===== src/rtl/urc_pkg.sv =====
// Shared types, constants and helpers for the ultrasonic range controller.
// No dependencies; imported by urc_cfg, urc_dist, urc_core and the top level.
package urc_pkg;

  localparam int COUNT_BITS = 20;
  localparam logic [COUNT_BITS-1:0] CNT_MAX = {COUNT_BITS{1'b1}};
  localparam int CMP_W = (COUNT_BITS > 20) ? COUNT_BITS : 20;

  localparam int STATUS_W = 3;
  localparam int ETIME_W  = 16;
  localparam int DIST_W   = 14;
  localparam int IN_TDATA_W  = 8;
  localparam int OUT_TDATA_W = 40;
  localparam int CFG_IDX_W   = 3;
  localparam int CFG_DATA_W  = 20;

  // floor(x / 100) as (x * RECIP) >> RECIP_SHIFT, exact for x below 2^27 / 72
  localparam int DIST_X_W    = 21;
  localparam int RECIP_SHIFT = 27;
  localparam logic [20:0] RECIP = 21'd1342178;

  typedef enum logic [2:0] {
    PH_STARTUP   = 3'd0,
    PH_TRIGGER   = 3'd1,
    PH_WAIT_RISE = 3'd2,
    PH_TIME_HIGH = 3'd3,
    PH_PAUSE     = 3'd4
  } phase_e;

  typedef enum logic [STATUS_W-1:0] {
    ST_NONE    = 3'd0,
    ST_DIST    = 3'd1,
    ST_RANGE   = 3'd2,
    ST_TIMEOUT = 3'd3,
    ST_NOECHO  = 3'd4
  } status_e;

  typedef enum logic [CFG_IDX_W-1:0] {
    CFG_STARTUP_DELAY = 3'd0,
    CFG_TRIGGER_WIDTH = 3'd1,
    CFG_ECHO_START_TO = 3'd2,
    CFG_ECHO_END_TO   = 3'd3,
    CFG_MAX_RANGE     = 3'd4,
    CFG_PERIOD        = 3'd5
  } cfg_idx_e;

  typedef struct packed {
    logic [19:0] startup_delay_us;
    logic [7:0]  trigger_width_us;
    logic [15:0] echo_start_timeout_us;
    logic [15:0] echo_end_timeout_us;
    logic [15:0] max_range_us;
    logic [19:0] period_us;
  } urc_cfg_t;

  typedef struct packed {
    logic [DIST_W-1:0]  distance_tenth_cm;
    logic [ETIME_W-1:0] echo_time_us;
    status_e            status;
    logic               trigger_level;
  } urc_result_t;

  // limit a 20-bit delay to what the tick counter can reach
  function automatic logic [COUNT_BITS-1:0] cap_count(input logic [19:0] v);
    logic [CMP_W-1:0] ve;
    ve = CMP_W'(v);
    if (ve > CMP_W'(CNT_MAX)) return CNT_MAX;
    else return COUNT_BITS'(ve);
  endfunction

  function automatic logic [ETIME_W-1:0] sat_etime(input logic [COUNT_BITS-1:0] c);
    if (c > COUNT_BITS'({ETIME_W{1'b1}})) return {ETIME_W{1'b1}};
    else return c[ETIME_W-1:0];
  endfunction

endpackage


===== src/rtl/urc_cfg.sv =====
// Configuration register file of the range controller.
// Depends on urc_pkg for the register index codes and the config struct.
module urc_cfg (
  input  logic                          clk_i,
  input  logic                          rst_ni,
  input  logic                          cfg_valid_i,
  input  logic [urc_pkg::CFG_IDX_W-1:0] cfg_index_i,
  input  logic [urc_pkg::CFG_DATA_W-1:0] cfg_data_i,
  output urc_pkg::urc_cfg_t             cfg_o
);
  import urc_pkg::*;

  urc_cfg_t cfg_q, cfg_d;

  always_comb begin
    cfg_d = cfg_q;
    if (cfg_valid_i) begin
      unique case (cfg_idx_e'(cfg_index_i))
        CFG_STARTUP_DELAY: cfg_d.startup_delay_us      = cfg_data_i[19:0];
        CFG_TRIGGER_WIDTH: cfg_d.trigger_width_us      = cfg_data_i[7:0];
        CFG_ECHO_START_TO: cfg_d.echo_start_timeout_us = cfg_data_i[15:0];
        CFG_ECHO_END_TO:   cfg_d.echo_end_timeout_us   = cfg_data_i[15:0];
        CFG_MAX_RANGE:     cfg_d.max_range_us          = cfg_data_i[15:0];
        CFG_PERIOD:        cfg_d.period_us             = cfg_data_i[19:0];
        default:           cfg_d = cfg_q; // unused index, write dropped
      endcase
    end
  end

  always_ff @(posedge clk_i or negedge rst_ni) begin
    if (!rst_ni) begin
      cfg_q.startup_delay_us      <= 20'd500000;
      cfg_q.trigger_width_us      <= 8'd10;
      cfg_q.echo_start_timeout_us <= 16'd5000;
      cfg_q.echo_end_timeout_us   <= 16'd60000;
      cfg_q.max_range_us          <= 16'd38000;
      cfg_q.period_us             <= 20'd1000000;
    end else begin
      cfg_q <= cfg_d;
    end
  end

  assign cfg_o = cfg_q;

endmodule


===== src/rtl/urc_dist.sv =====
// Echo time to distance in tenths of a centimetre: (t*17 + 50) / 100.
// Depends on urc_pkg; the divide by 100 is a reciprocal multiply.
module urc_dist (
  input  logic [urc_pkg::ETIME_W-1:0] etime_i,
  output logic [urc_pkg::DIST_W-1:0]  dist_o
);
  import urc_pkg::*;

  logic [DIST_X_W-1:0]            x;
  logic [DIST_X_W+21-1:0]         prod;

  // t*17 = t*16 + t
  assign x    = (DIST_X_W'(etime_i) << 4) + DIST_X_W'(etime_i) + DIST_X_W'(50);
  assign prod = (DIST_X_W+21)'(x) * (DIST_X_W+21)'(RECIP);
  assign dist_o = prod[RECIP_SHIFT +: DIST_W];

endmodule


===== src/rtl/urc_core.sv =====
// Measurement sequencer: phase and tick counter, one step per accepted beat.
// Depends on urc_pkg and urc_dist.
module urc_core (
  input  logic                 clk_i,
  input  logic                 rst_ni,
  input  logic                 step_i,
  input  logic                 echo_i,
  input  urc_pkg::urc_cfg_t    cfg_i,
  output urc_pkg::urc_result_t res_o
);
  import urc_pkg::*;

  phase_e                phase_q, phase_d, ph;
  logic [COUNT_BITS-1:0] cnt_q, cnt_d, cnt, bumped;
  logic [ETIME_W-1:0]    etime_fall;
  logic [DIST_W-1:0]     dist_fall;

  assign etime_fall = sat_etime(cnt);

  urc_dist u_dist (
    .etime_i (etime_fall),
    .dist_o  (dist_fall)
  );

  always_comb begin
    ph  = phase_q;
    cnt = cnt_q;
    if (phase_q > PH_PAUSE) begin
      ph  = PH_STARTUP;
      cnt = '0;
    end
    if (ph == PH_STARTUP && cnt >= cap_count(cfg_i.startup_delay_us)) begin
      ph  = PH_TRIGGER;
      cnt = '0;
    end
    if (ph == PH_PAUSE && cnt >= cap_count(cfg_i.period_us)) begin
      ph  = PH_TRIGGER;
      cnt = '0;
    end
    bumped = (cnt < CNT_MAX) ? cnt + COUNT_BITS'(1) : cnt;

    phase_d = ph;
    cnt_d   = cnt;
    res_o   = '{distance_tenth_cm: '0, echo_time_us: '0, status: ST_NONE,
                trigger_level: 1'b0};

    unique case (ph)
      PH_STARTUP, PH_PAUSE: begin
        cnt_d = bumped;
      end
      PH_TRIGGER: begin
        res_o.trigger_level = 1'b1;
        cnt_d = bumped;
        // zero width still gives one high tick
        if (bumped >= COUNT_BITS'(cfg_i.trigger_width_us)) begin
          phase_d = PH_WAIT_RISE;
          cnt_d   = '0;
        end
      end
      PH_WAIT_RISE: begin
        if (echo_i) begin
          phase_d = PH_TIME_HIGH;
          cnt_d   = COUNT_BITS'(1);
        end else begin
          cnt_d = bumped;
          if (bumped > COUNT_BITS'(cfg_i.echo_start_timeout_us)) begin
            res_o.status = ST_NOECHO;
            phase_d = PH_PAUSE;
            cnt_d   = '0;
          end
        end
      end
      PH_TIME_HIGH: begin
        if (!echo_i) begin
          res_o.echo_time_us = etime_fall;
          if (etime_fall > cfg_i.max_range_us) begin
            res_o.status = ST_RANGE;
          end else begin
            res_o.status = ST_DIST;
            res_o.distance_tenth_cm = dist_fall;
          end
          phase_d = PH_PAUSE;
          cnt_d   = '0;
        end else begin
          cnt_d = bumped;
          if (bumped > COUNT_BITS'(cfg_i.echo_end_timeout_us)) begin
            res_o.status       = ST_TIMEOUT;
            res_o.echo_time_us = sat_etime(bumped);
            phase_d = PH_PAUSE;
            cnt_d   = '0;
          end
        end
      end
      default: begin
        phase_d = PH_STARTUP;
        cnt_d   = '0;
      end
    endcase
  end

  always_ff @(posedge clk_i or negedge rst_ni) begin
    if (!rst_ni) begin
      phase_q <= PH_STARTUP;
      cnt_q   <= '0;
    end else if (step_i) begin
      phase_q <= phase_d;
      cnt_q   <= cnt_d;
    end
  end

endmodule


===== src/rtl/ultrasonic_range_controller.sv =====
// Ultrasonic range controller top level: input beat register, sequencer, result register.
// A beat accepted on s_axis goes through the input beat register, the sequencer and the result register to m_axis.
// Throughput: one beat per cycle while m_axis_tready is high; the single input and result registers bound it.
// Reset (rst_ni low, asynchronous): both registers empty, start-up phase, counter zero,
// configuration back to its default values.
module ultrasonic_range_controller (
  input  logic                            clk_i,
  input  logic                            rst_ni,
  input  logic                            s_axis_tvalid,
  output logic                            s_axis_tready,
  input  logic [urc_pkg::IN_TDATA_W-1:0]  s_axis_tdata,  // [0] echo_level
  output logic                            m_axis_tvalid,
  input  logic                            m_axis_tready,
  // [0] trigger_level, [3:1] status, [19:4] echo_time_us, [33:20] distance_tenth_cm
  output logic [urc_pkg::OUT_TDATA_W-1:0] m_axis_tdata,
  input  logic                            cfg_valid_i,
  output logic                            cfg_ready_o,
  input  logic [urc_pkg::CFG_IDX_W-1:0]   cfg_index_i,
  input  logic [urc_pkg::CFG_DATA_W-1:0]  cfg_data_i
);
  import urc_pkg::*;

  urc_cfg_t    cfg;
  urc_result_t res;
  urc_result_t res_q;
  logic        in_v_q, out_v_q, echo_q, advance, step;

  assign cfg_ready_o = 1'b1;

  urc_cfg u_cfg (
    .clk_i       (clk_i),
    .rst_ni      (rst_ni),
    .cfg_valid_i (cfg_valid_i),
    .cfg_index_i (cfg_index_i),
    .cfg_data_i  (cfg_data_i),
    .cfg_o       (cfg)
  );

  // result register free or being drained this cycle
  assign advance       = !out_v_q || m_axis_tready;
  assign step          = in_v_q && advance;
  assign s_axis_tready = !in_v_q || advance;

  urc_core u_core (
    .clk_i  (clk_i),
    .rst_ni (rst_ni),
    .step_i (step),
    .echo_i (echo_q),
    .cfg_i  (cfg),
    .res_o  (res)
  );

  always_ff @(posedge clk_i or negedge rst_ni) begin
    if (!rst_ni) begin
      in_v_q  <= 1'b0;
      out_v_q <= 1'b0;
    end else begin
      if (s_axis_tready) in_v_q <= s_axis_tvalid;
      if (advance) out_v_q <= in_v_q;
    end
  end

  always_ff @(posedge clk_i) begin
    if (s_axis_tready && s_axis_tvalid) echo_q <= s_axis_tdata[0];
    if (step) res_q <= res;
  end

  assign m_axis_tvalid = out_v_q;
  assign m_axis_tdata  = {6'd0, res_q.distance_tenth_cm, res_q.echo_time_us,
                          res_q.status, res_q.trigger_level};

endmodule


===== config.mk =====
export PLATFORM = sky130hd
export DESIGN_NAME = ultrasonic_range_controller
export DESIGN_NICKNAME = d
export VERILOG_FILES = /design/src/rtl/urc_pkg.sv /design/src/rtl/urc_cfg.sv /design/src/rtl/urc_dist.sv /design/src/rtl/urc_core.sv /design/src/rtl/ultrasonic_range_controller.sv
export SDC_FILE = /design/constraint.sdc
export NUM_CORES = 1
export LEC_CHECK = 0
export BUFFER_PORTS_ARGS = -buffer_cell sky130_fd_sc_hd__buf_4
export CELL_PAD_IN_SITES_DETAIL_PLACEMENT = 1
export CELL_PAD_IN_SITES_GLOBAL_PLACEMENT = 1
export CORE_AREA = 4 4 254 256
export CTS_CLUSTER_DIAMETER = 60
export DETAILED_ROUTE_END_ITERATION = 8
export DIE_AREA = 0 0 258 260
export MAX_ROUTING_LAYER = met4
export PLACE_DENSITY = 0.59
export SLEW_MARGIN = 20
export SYNTH_ARGS = -nofsm -noshare
export SYNTH_HDL_FRONTEND = slang
export SYNTH_SLANG_ARGS = --single-unit

===== constraint.sdc =====
create_clock -name clk_i -period 30.5 [get_ports clk_i]
set_input_delay 3.05 -clock clk_i [delete_from_list [all_inputs] [get_ports clk_i]]
set_output_delay 3.05 -clock clk_i [all_outputs]
set_load 0.05 [all_outputs]

* Yosys cells after proc, flatten, opt, wreduce, memory -nomap -nowiden *
Index checks and enable logic that the tools add are counted.

storage, ports and cells
  bits in registers = 156
  output and inout port bits = 43
  word-level logic and storage cells = 91

operators by class
  add/sub/neg operators = 3
  $mul = 1
  $lt $le $gt $ge = 12
  equality and inequality tests = 10
  muxes and demuxes = 30
  bitwise logic cells = 1
  reductions and logical operators = 19

operators by type and width
  operator                                               count
  2-to-1 mux 20 bit                                      11
  one-hot mux 20 bit (4 select lines)                    1
  >= comparator 20 bit                                   2
  > comparator 20 x 16 -> 1 bit                          2
  > comparator 20 x 16 -> 1 bit (second input constant)  2
  > comparator 20 bit (second input constant)            2
  multiplier 21 x 20 -> 40 bit (second input constant)   1
  2-to-1 mux 19 bit                                      2
  2-to-1 mux 16 bit                                      2
  2-to-1 mux 3 bit                                       10
  adder 20 x 16 -> 21 bit                                1
  adder 21 x 6 -> 21 bit (second input constant)         1
  adder 20 x 1 -> 20 bit (second input constant)         1
  >= comparator 20 x 8 -> 1 bit                          1
  less-than comparator 20 bit (second input constant)    1
  > comparator 16 bit                                    1
  == test 3 x 2 -> 1 bit (second input constant)         4
  == test 3 bit (second input constant)                  4
  one-hot mux 3 bit (4 select lines)                     1
  AND reduction 2 bit                                    6
  logical NOT 3 bit                                      3
  == test 3 x 1 -> 1 bit (second input constant)         2
  one-hot mux 3 bit (2 select lines)                     1
  logical AND 1 bit                                      4
  8 further kinds                                        10

* Logic depth before layout (Yosys ltp) *
  word-level depth = 15
  depth in mapped cells = 60
  mapped depth without buffers = 56

* Modules after synthesis *
Synthesis repeated with hierarchy kept, for this count alone.

unflattened totals
  cell total of the unflattened synthesis = 1,906
  area, all modules = 18,709.2 µm²

modules (own cells, without submodules)
  module                       times used  cells an instance  area an instance (µm²)  seq. area each (µm²)
  urc_dist                     1           902                8,629.5                 0.0
  urc_core                     1           744                5,213.8                 575.6
  urc_cfg                      1           208                3,651.0                 2,444.8
  ultrasonic_range_controller  1           52                 1,214.9                 1,101.1

* Worst setup path before layout *
Ideal clock, no wire load.

  kind = register -> register
  start = register u_core.phase_q[1]
  end = register res_q (netlist bit m_axis_tdata[31]) (data pin)
  library setup time = 266 ps
  data arrival time = 13,292 ps
  slack = 16,942 ps
  cell stages (with the launch flop) = 57
  buffers on the path = 5
  period minus slack after synthesis = 13,558 ps
  cells stage by stage = dfrtp_1 > o21ai_0 > clkbuf_1 > clkbuf_1 > and2_1 > ha_1 > a21o_1 > a221o_1 > a211o_1 > a41o_2 > o21a_1 > clkbuf_1 > or2_2 > ha_1 > nand2b_1 > a2111oi_0 > nor4_1 > o41ai_2 > [21 not listed] > inv_1 > fa_1 > fa_1 > fa_1 > fa_1 > ha_1 > ha_1 > and3_1 > and2_1 > and4_1 > and4_1 > a21oi_1 > a21oi_1 > nand3_1 > o21ai_0 > a31oi_1 > xor2_1 > nor2_1

on the way
  word-level cells in the longest chain between the ends = 13
  elaborated cells between the ends (all ways) = 22
  classes of those cells = 2 x add/sub; 1 x mul; 5 x order compare; 2 x eq/ne; 7 x mux; 1 x bitwise; 4 x reduce/logical

ends and longest elaborated chain
  what                                                              line                               RTL
  start, declared                                                   urc_core.sv:13                     phase_e phase_q, phase_d, ph;
  start signal, assigned                                            urc_core.sv:106                    phase_q <= phase_d;
  > comparator 3 bit                                                urc_core.sv:28                     if (phase_q > PH_PAUSE) begin
  2-to-1 mux 20 bit / 2-to-1 mux 3 bit (equally long branches)      urc_core.sv:28
  >= comparator 20 bit / logical NOT 3 bit (equally long branches)  urc_core.sv:32                     if (ph == PH_STARTUP && cnt >= cap_count(cfg_i.startup_delay_us)) begin
  logical AND 1 bit                                                 urc_core.sv:32
  2-to-1 mux 20 bit / 2-to-1 mux 3 bit (equally long branches)      urc_core.sv:32
  >= comparator 20 bit / == test 3 bit (equally long branches)      urc_core.sv:36                     if (ph == PH_PAUSE && cnt >= cap_count(cfg_i.period_us)) begin
  logical AND 1 bit                                                 urc_core.sv:36
  2-to-1 mux 20 bit                                                 urc_core.sv:36
  > comparator 20 x 16 -> 1 bit                                     urc_pkg.sv:72                      if (c > COUNT_BITS'({ETIME_W{1'b1}})) return {ETIME_W{1'b1}};
  2-to-1 mux 16 bit                                                 urc_pkg.sv:72
  adder 20 x 16 -> 21 bit                                           urc_dist.sv:13                     assign x = (DIST_X_W'(etime_i) << 4) + DIST_X_W'(etime_i) + DIST_X_W'(50);
  adder 21 x 6 -> 21 bit                                            urc_dist.sv:13
  multiplier 21 x 20 -> 40 bit                                      urc_dist.sv:14                     assign prod = (DIST_X_W+21)'(x) * (DIST_X_W+21)'(RECIP);
  end signal, assigned                                              ultrasonic_range_controller.sv:65  if (step) res_q <= res;
  end, declared                                                     ultrasonic_range_controller.sv:25  urc_result_t res_q;

Parallel ways exist; a longest one is shown, timed or not.
A chain may end at the register's enable or synchronous reset.

* Final worst setup path *
  start = register u_core.phase_q[0]
  end = register res_q (netlist bit m_axis_tdata[30]) (data pin)

Same word-level chain as after synthesis.

==> results.toml <==
[critical_path]
worst_r2r_endpoint = "m_axis_tdata[30]"
path_max_fanout = 21
cp_common_cell = "ha_1"
timing.rr.start = "u_core.phase_q[0]"
cp_data_required_time_ns = 30.68
r2r.worst_path.cells = 51
critical_path_class = "flip-flop to flip-flop"
setup.reg_to_reg.worst_slack_ns = 12.79
endpoint = "m_axis_tdata[30]"
worst_path_max_delay_cell = "o41ai_2"
worstPathArrival_ns = 17.89
cp-start-kind = "flip-flop"
path_depth = 51
cp-end-kind = "flip-flop"
path_buf_inv = 4
cp_top_family = "compound AO/OA/AOI/OAI gates"
slowest_delay_ns = 0.90
crit_path_start = "u_core.phase_q[0]"

[sta]
hold_slack_ns = 0.492
setup_viol = 0
finalCriticalPeriod_ns = 17.71
setup_ws_ns = 12.79
fmax_mhz = 56.5
final.period_utilization_pct = 58.1
maxSlewHeadroom_pct = 20.2
slew_violations = 0
setup_tns_ns = 0
grt_setup_unrepaired = "false"
worstMarginPinSlew_ns = 1.18
hold_violations = 0
skew_ns = 0.0154

[grt]
grt_pass1_vias = 15316
grt_pass1_wl_um = 89600
grt_max_degree = 63
antenna_found_initial = 0
track_usage_pct = 17.7
globalRouteOverflowTotal = 0

[die]
dieHeight_um = 260
initial_utilization_pct = 29.7
die_area_mm2 = 0.0671
ios = 79
core_mm2 = 0.0625
die_w_um = 258
rows = 92

[detailed_routing]
via_per_inst = 4.80
drt_iter0_markers = 640
drtPass1Iterations = 4
vias = 14052
detail-route-antenna-nets = 0
drc = 0
post_drt_wl_per_cell_um = 19.6
wl_um = 57300

[cells_and_area]
layout-drive-gt1-share_pct = 11.1
area_delta_synth_final_pct = 11.4
final_cell_area_mm2 = 0.0207
layout.nets = 2587

[logic_synthesis]
yosys.area_share.simple_pct = 11.6
ys.flop_type = "dfrtp_1"
synth_compound_area_share_pct = 12.0
synth_fa_ha_area_share_pct = 38.6
synth_top_family_by_area = "adder cells"
synth_top_area_share_pct = 22.8
postSynthRegisterBits = 156
postSynthCellCount = 2007
yosysMostFrequentCell = "inv_1"
async_reset_ff_share_pct = 77.6
synth_xor_area_share_pct = 3.39
yosys.area.top_type = "ha_1"
synthDistinctLibCells = 79
muxShareOfSynthArea_pct = 2.64
ys_top_cells_by_area = "ha_1 23%, fa_1 16%, dfrtp_1 12%, inv_1 8.1%, edfxtp_1 5.7%"
yosysSeqAreaShare_pct = 22.2
yosysWarnings = 0
syn_avg_cell_area_um2 = 9.25
netlist_area_mm2 = 0.0186
synthTopCellsByCount = "401 x inv_1, 338 x ha_1, 152 x nand2_1"
synth_edf_count = 35

[job]
cap_violations = 0

[clock_network]
post-cts-setup-buffers = 0
clk_pin_slew_ns = 0.08
cts_resized = 0
cts_buffers = 17
htreeDepth = 4
cts_sinks = 156
clockRootBuffer = "clkbuf_16"
cts_tree = "done"
cts_hold_buf = 0
cts_buffer_depth = 2
clk_latency_ns = 0.45

[outcome]
status = "completed"

[place]
port_buffers = 64
pre_cts_slack_ns = 12.89
hpwl_um = 47700
post_dp_cell_area_mm2 = 0.0201
routabilityCongestion = 0.890

[hold_path]
hold_class = "flip-flop to flip-flop"
[layer usage]
| layer | vias to the layer above | part of all wire, % | GRT usage [%] |
|---|---|---|---|
| li1 | 6747 | - | - |
| met2 | 142 | 49 | 30.1 |
| met3 | 54 | 1.9 | 1.53 |
| met1 | 7109 | 46 | 22.6 |
| met4 | 0 | 3.0 | 5.47 |
| met5 | - | 0 | - |
[registers in the layout (all words and copies together) (netlist names)]
name,flops
echo_q,1
u_core.phase_q,3
u_core.cnt_q,20
in_v_q,1
m_axis_tvalid,1
u_cfg.cfg_o,96
m_axis_tdata,34
[worst register-to-register path: cells and delay by family, from the launching register on]
kind / cells / cell delay, ns
flops: 1 / 0.51
fa+ha+maj: 12 / 4.77
compound gates: 18 / 7.53
buf+inv: 4 / 0.52
simple gates: 16 / 3.97
xor+xnor: 1 / 0.19
[worst min-delay path by stage]
stage	startpoint	endpoint	slack, ns	depth (start not counted)
final	in_v_q	m_axis_tvalid	0.49	1
after global placement	in_v_q	m_axis_tvalid	0.47	1
after CTS	in_v_q	m_axis_tvalid	0.50	1
after global routing	u_cfg.cfg_o[38]	u_cfg.cfg_o[38]	0.52	1
after floorplan	in_v_q	m_axis_tvalid	0.46	1
after detailed placement	in_v_q	m_axis_tvalid	0.47	1
[cell families (layout without fill, tap and decap cells)]
group,after synthesis,after routing
flip-flops,156,156
AO/OA/AOI/OAI,347,347
other,2,8
multiplexers,44,44
adder cells (fa/ha/maj),485,485
AND/OR/NAND/NOR,447,447
buffers and inverters,459,527
XOR/XNOR,67,67
[per-stage QoR]
stage | std cells | utilization, %
floorplan | 2012 | -
global placement | 2894 | 32.2
detailed placement | 2894 | 32.2
CTS | 2926 | 33.1
global route | 2926 | 33.1
finish | 2927 | 33.1
[cell type report]
cell class / instances / area [um2]
inverter: 402 / 1510
multi-input combinational: 1397 / 12700
clock buffer: 17 / 425
antenna: 1 / 2.50
tap: 846 / 1060
sequential: 156 / 4120
timing repair buffer: 93 / 698
fill: 7250 / 41800
clock inverter: 15 / 150
[layout by cell type, fill, tap and decap left out, types with 15 or more instances in the layout]
| cell | synthesis | final |
|---|---|---|
| nor3_1 | 17 | 16 |
| clkbuf_16 | 0 | 17 |
| nand3_1 | 28 | 28 |
| xnor2_1 | 51 | 51 |
| nand4_1 | 21 | 21 |
| nor2b_1 | 18 | 18 |
| dfrtp_1 | 87 | 87 |
| edfxtp_1 | 35 | 35 |
| fa_1 | 146 | 146 |
| a21o_1 | 48 | 48 |
| nand2_1 | 152 | 152 |
| and2_1 | 39 | 39 |
| dfstp_2 | 34 | 34 |
| o21a_1 | 15 | 15 |
| nor2_1 | 107 | 107 |
| ha_1 | 338 | 338 |
| inv_1 | 401 | 400 |
| mux2_2 | 40 | 40 |
| buf_4 | 7 | 93 |
| o21ai_0 | 94 | 93 |
| a21oi_1 | 99 | 99 |
Power is left out: the tool's default activity adds up to more than one toggle a clock period on the data nets, which glitch-free logic cannot reach.
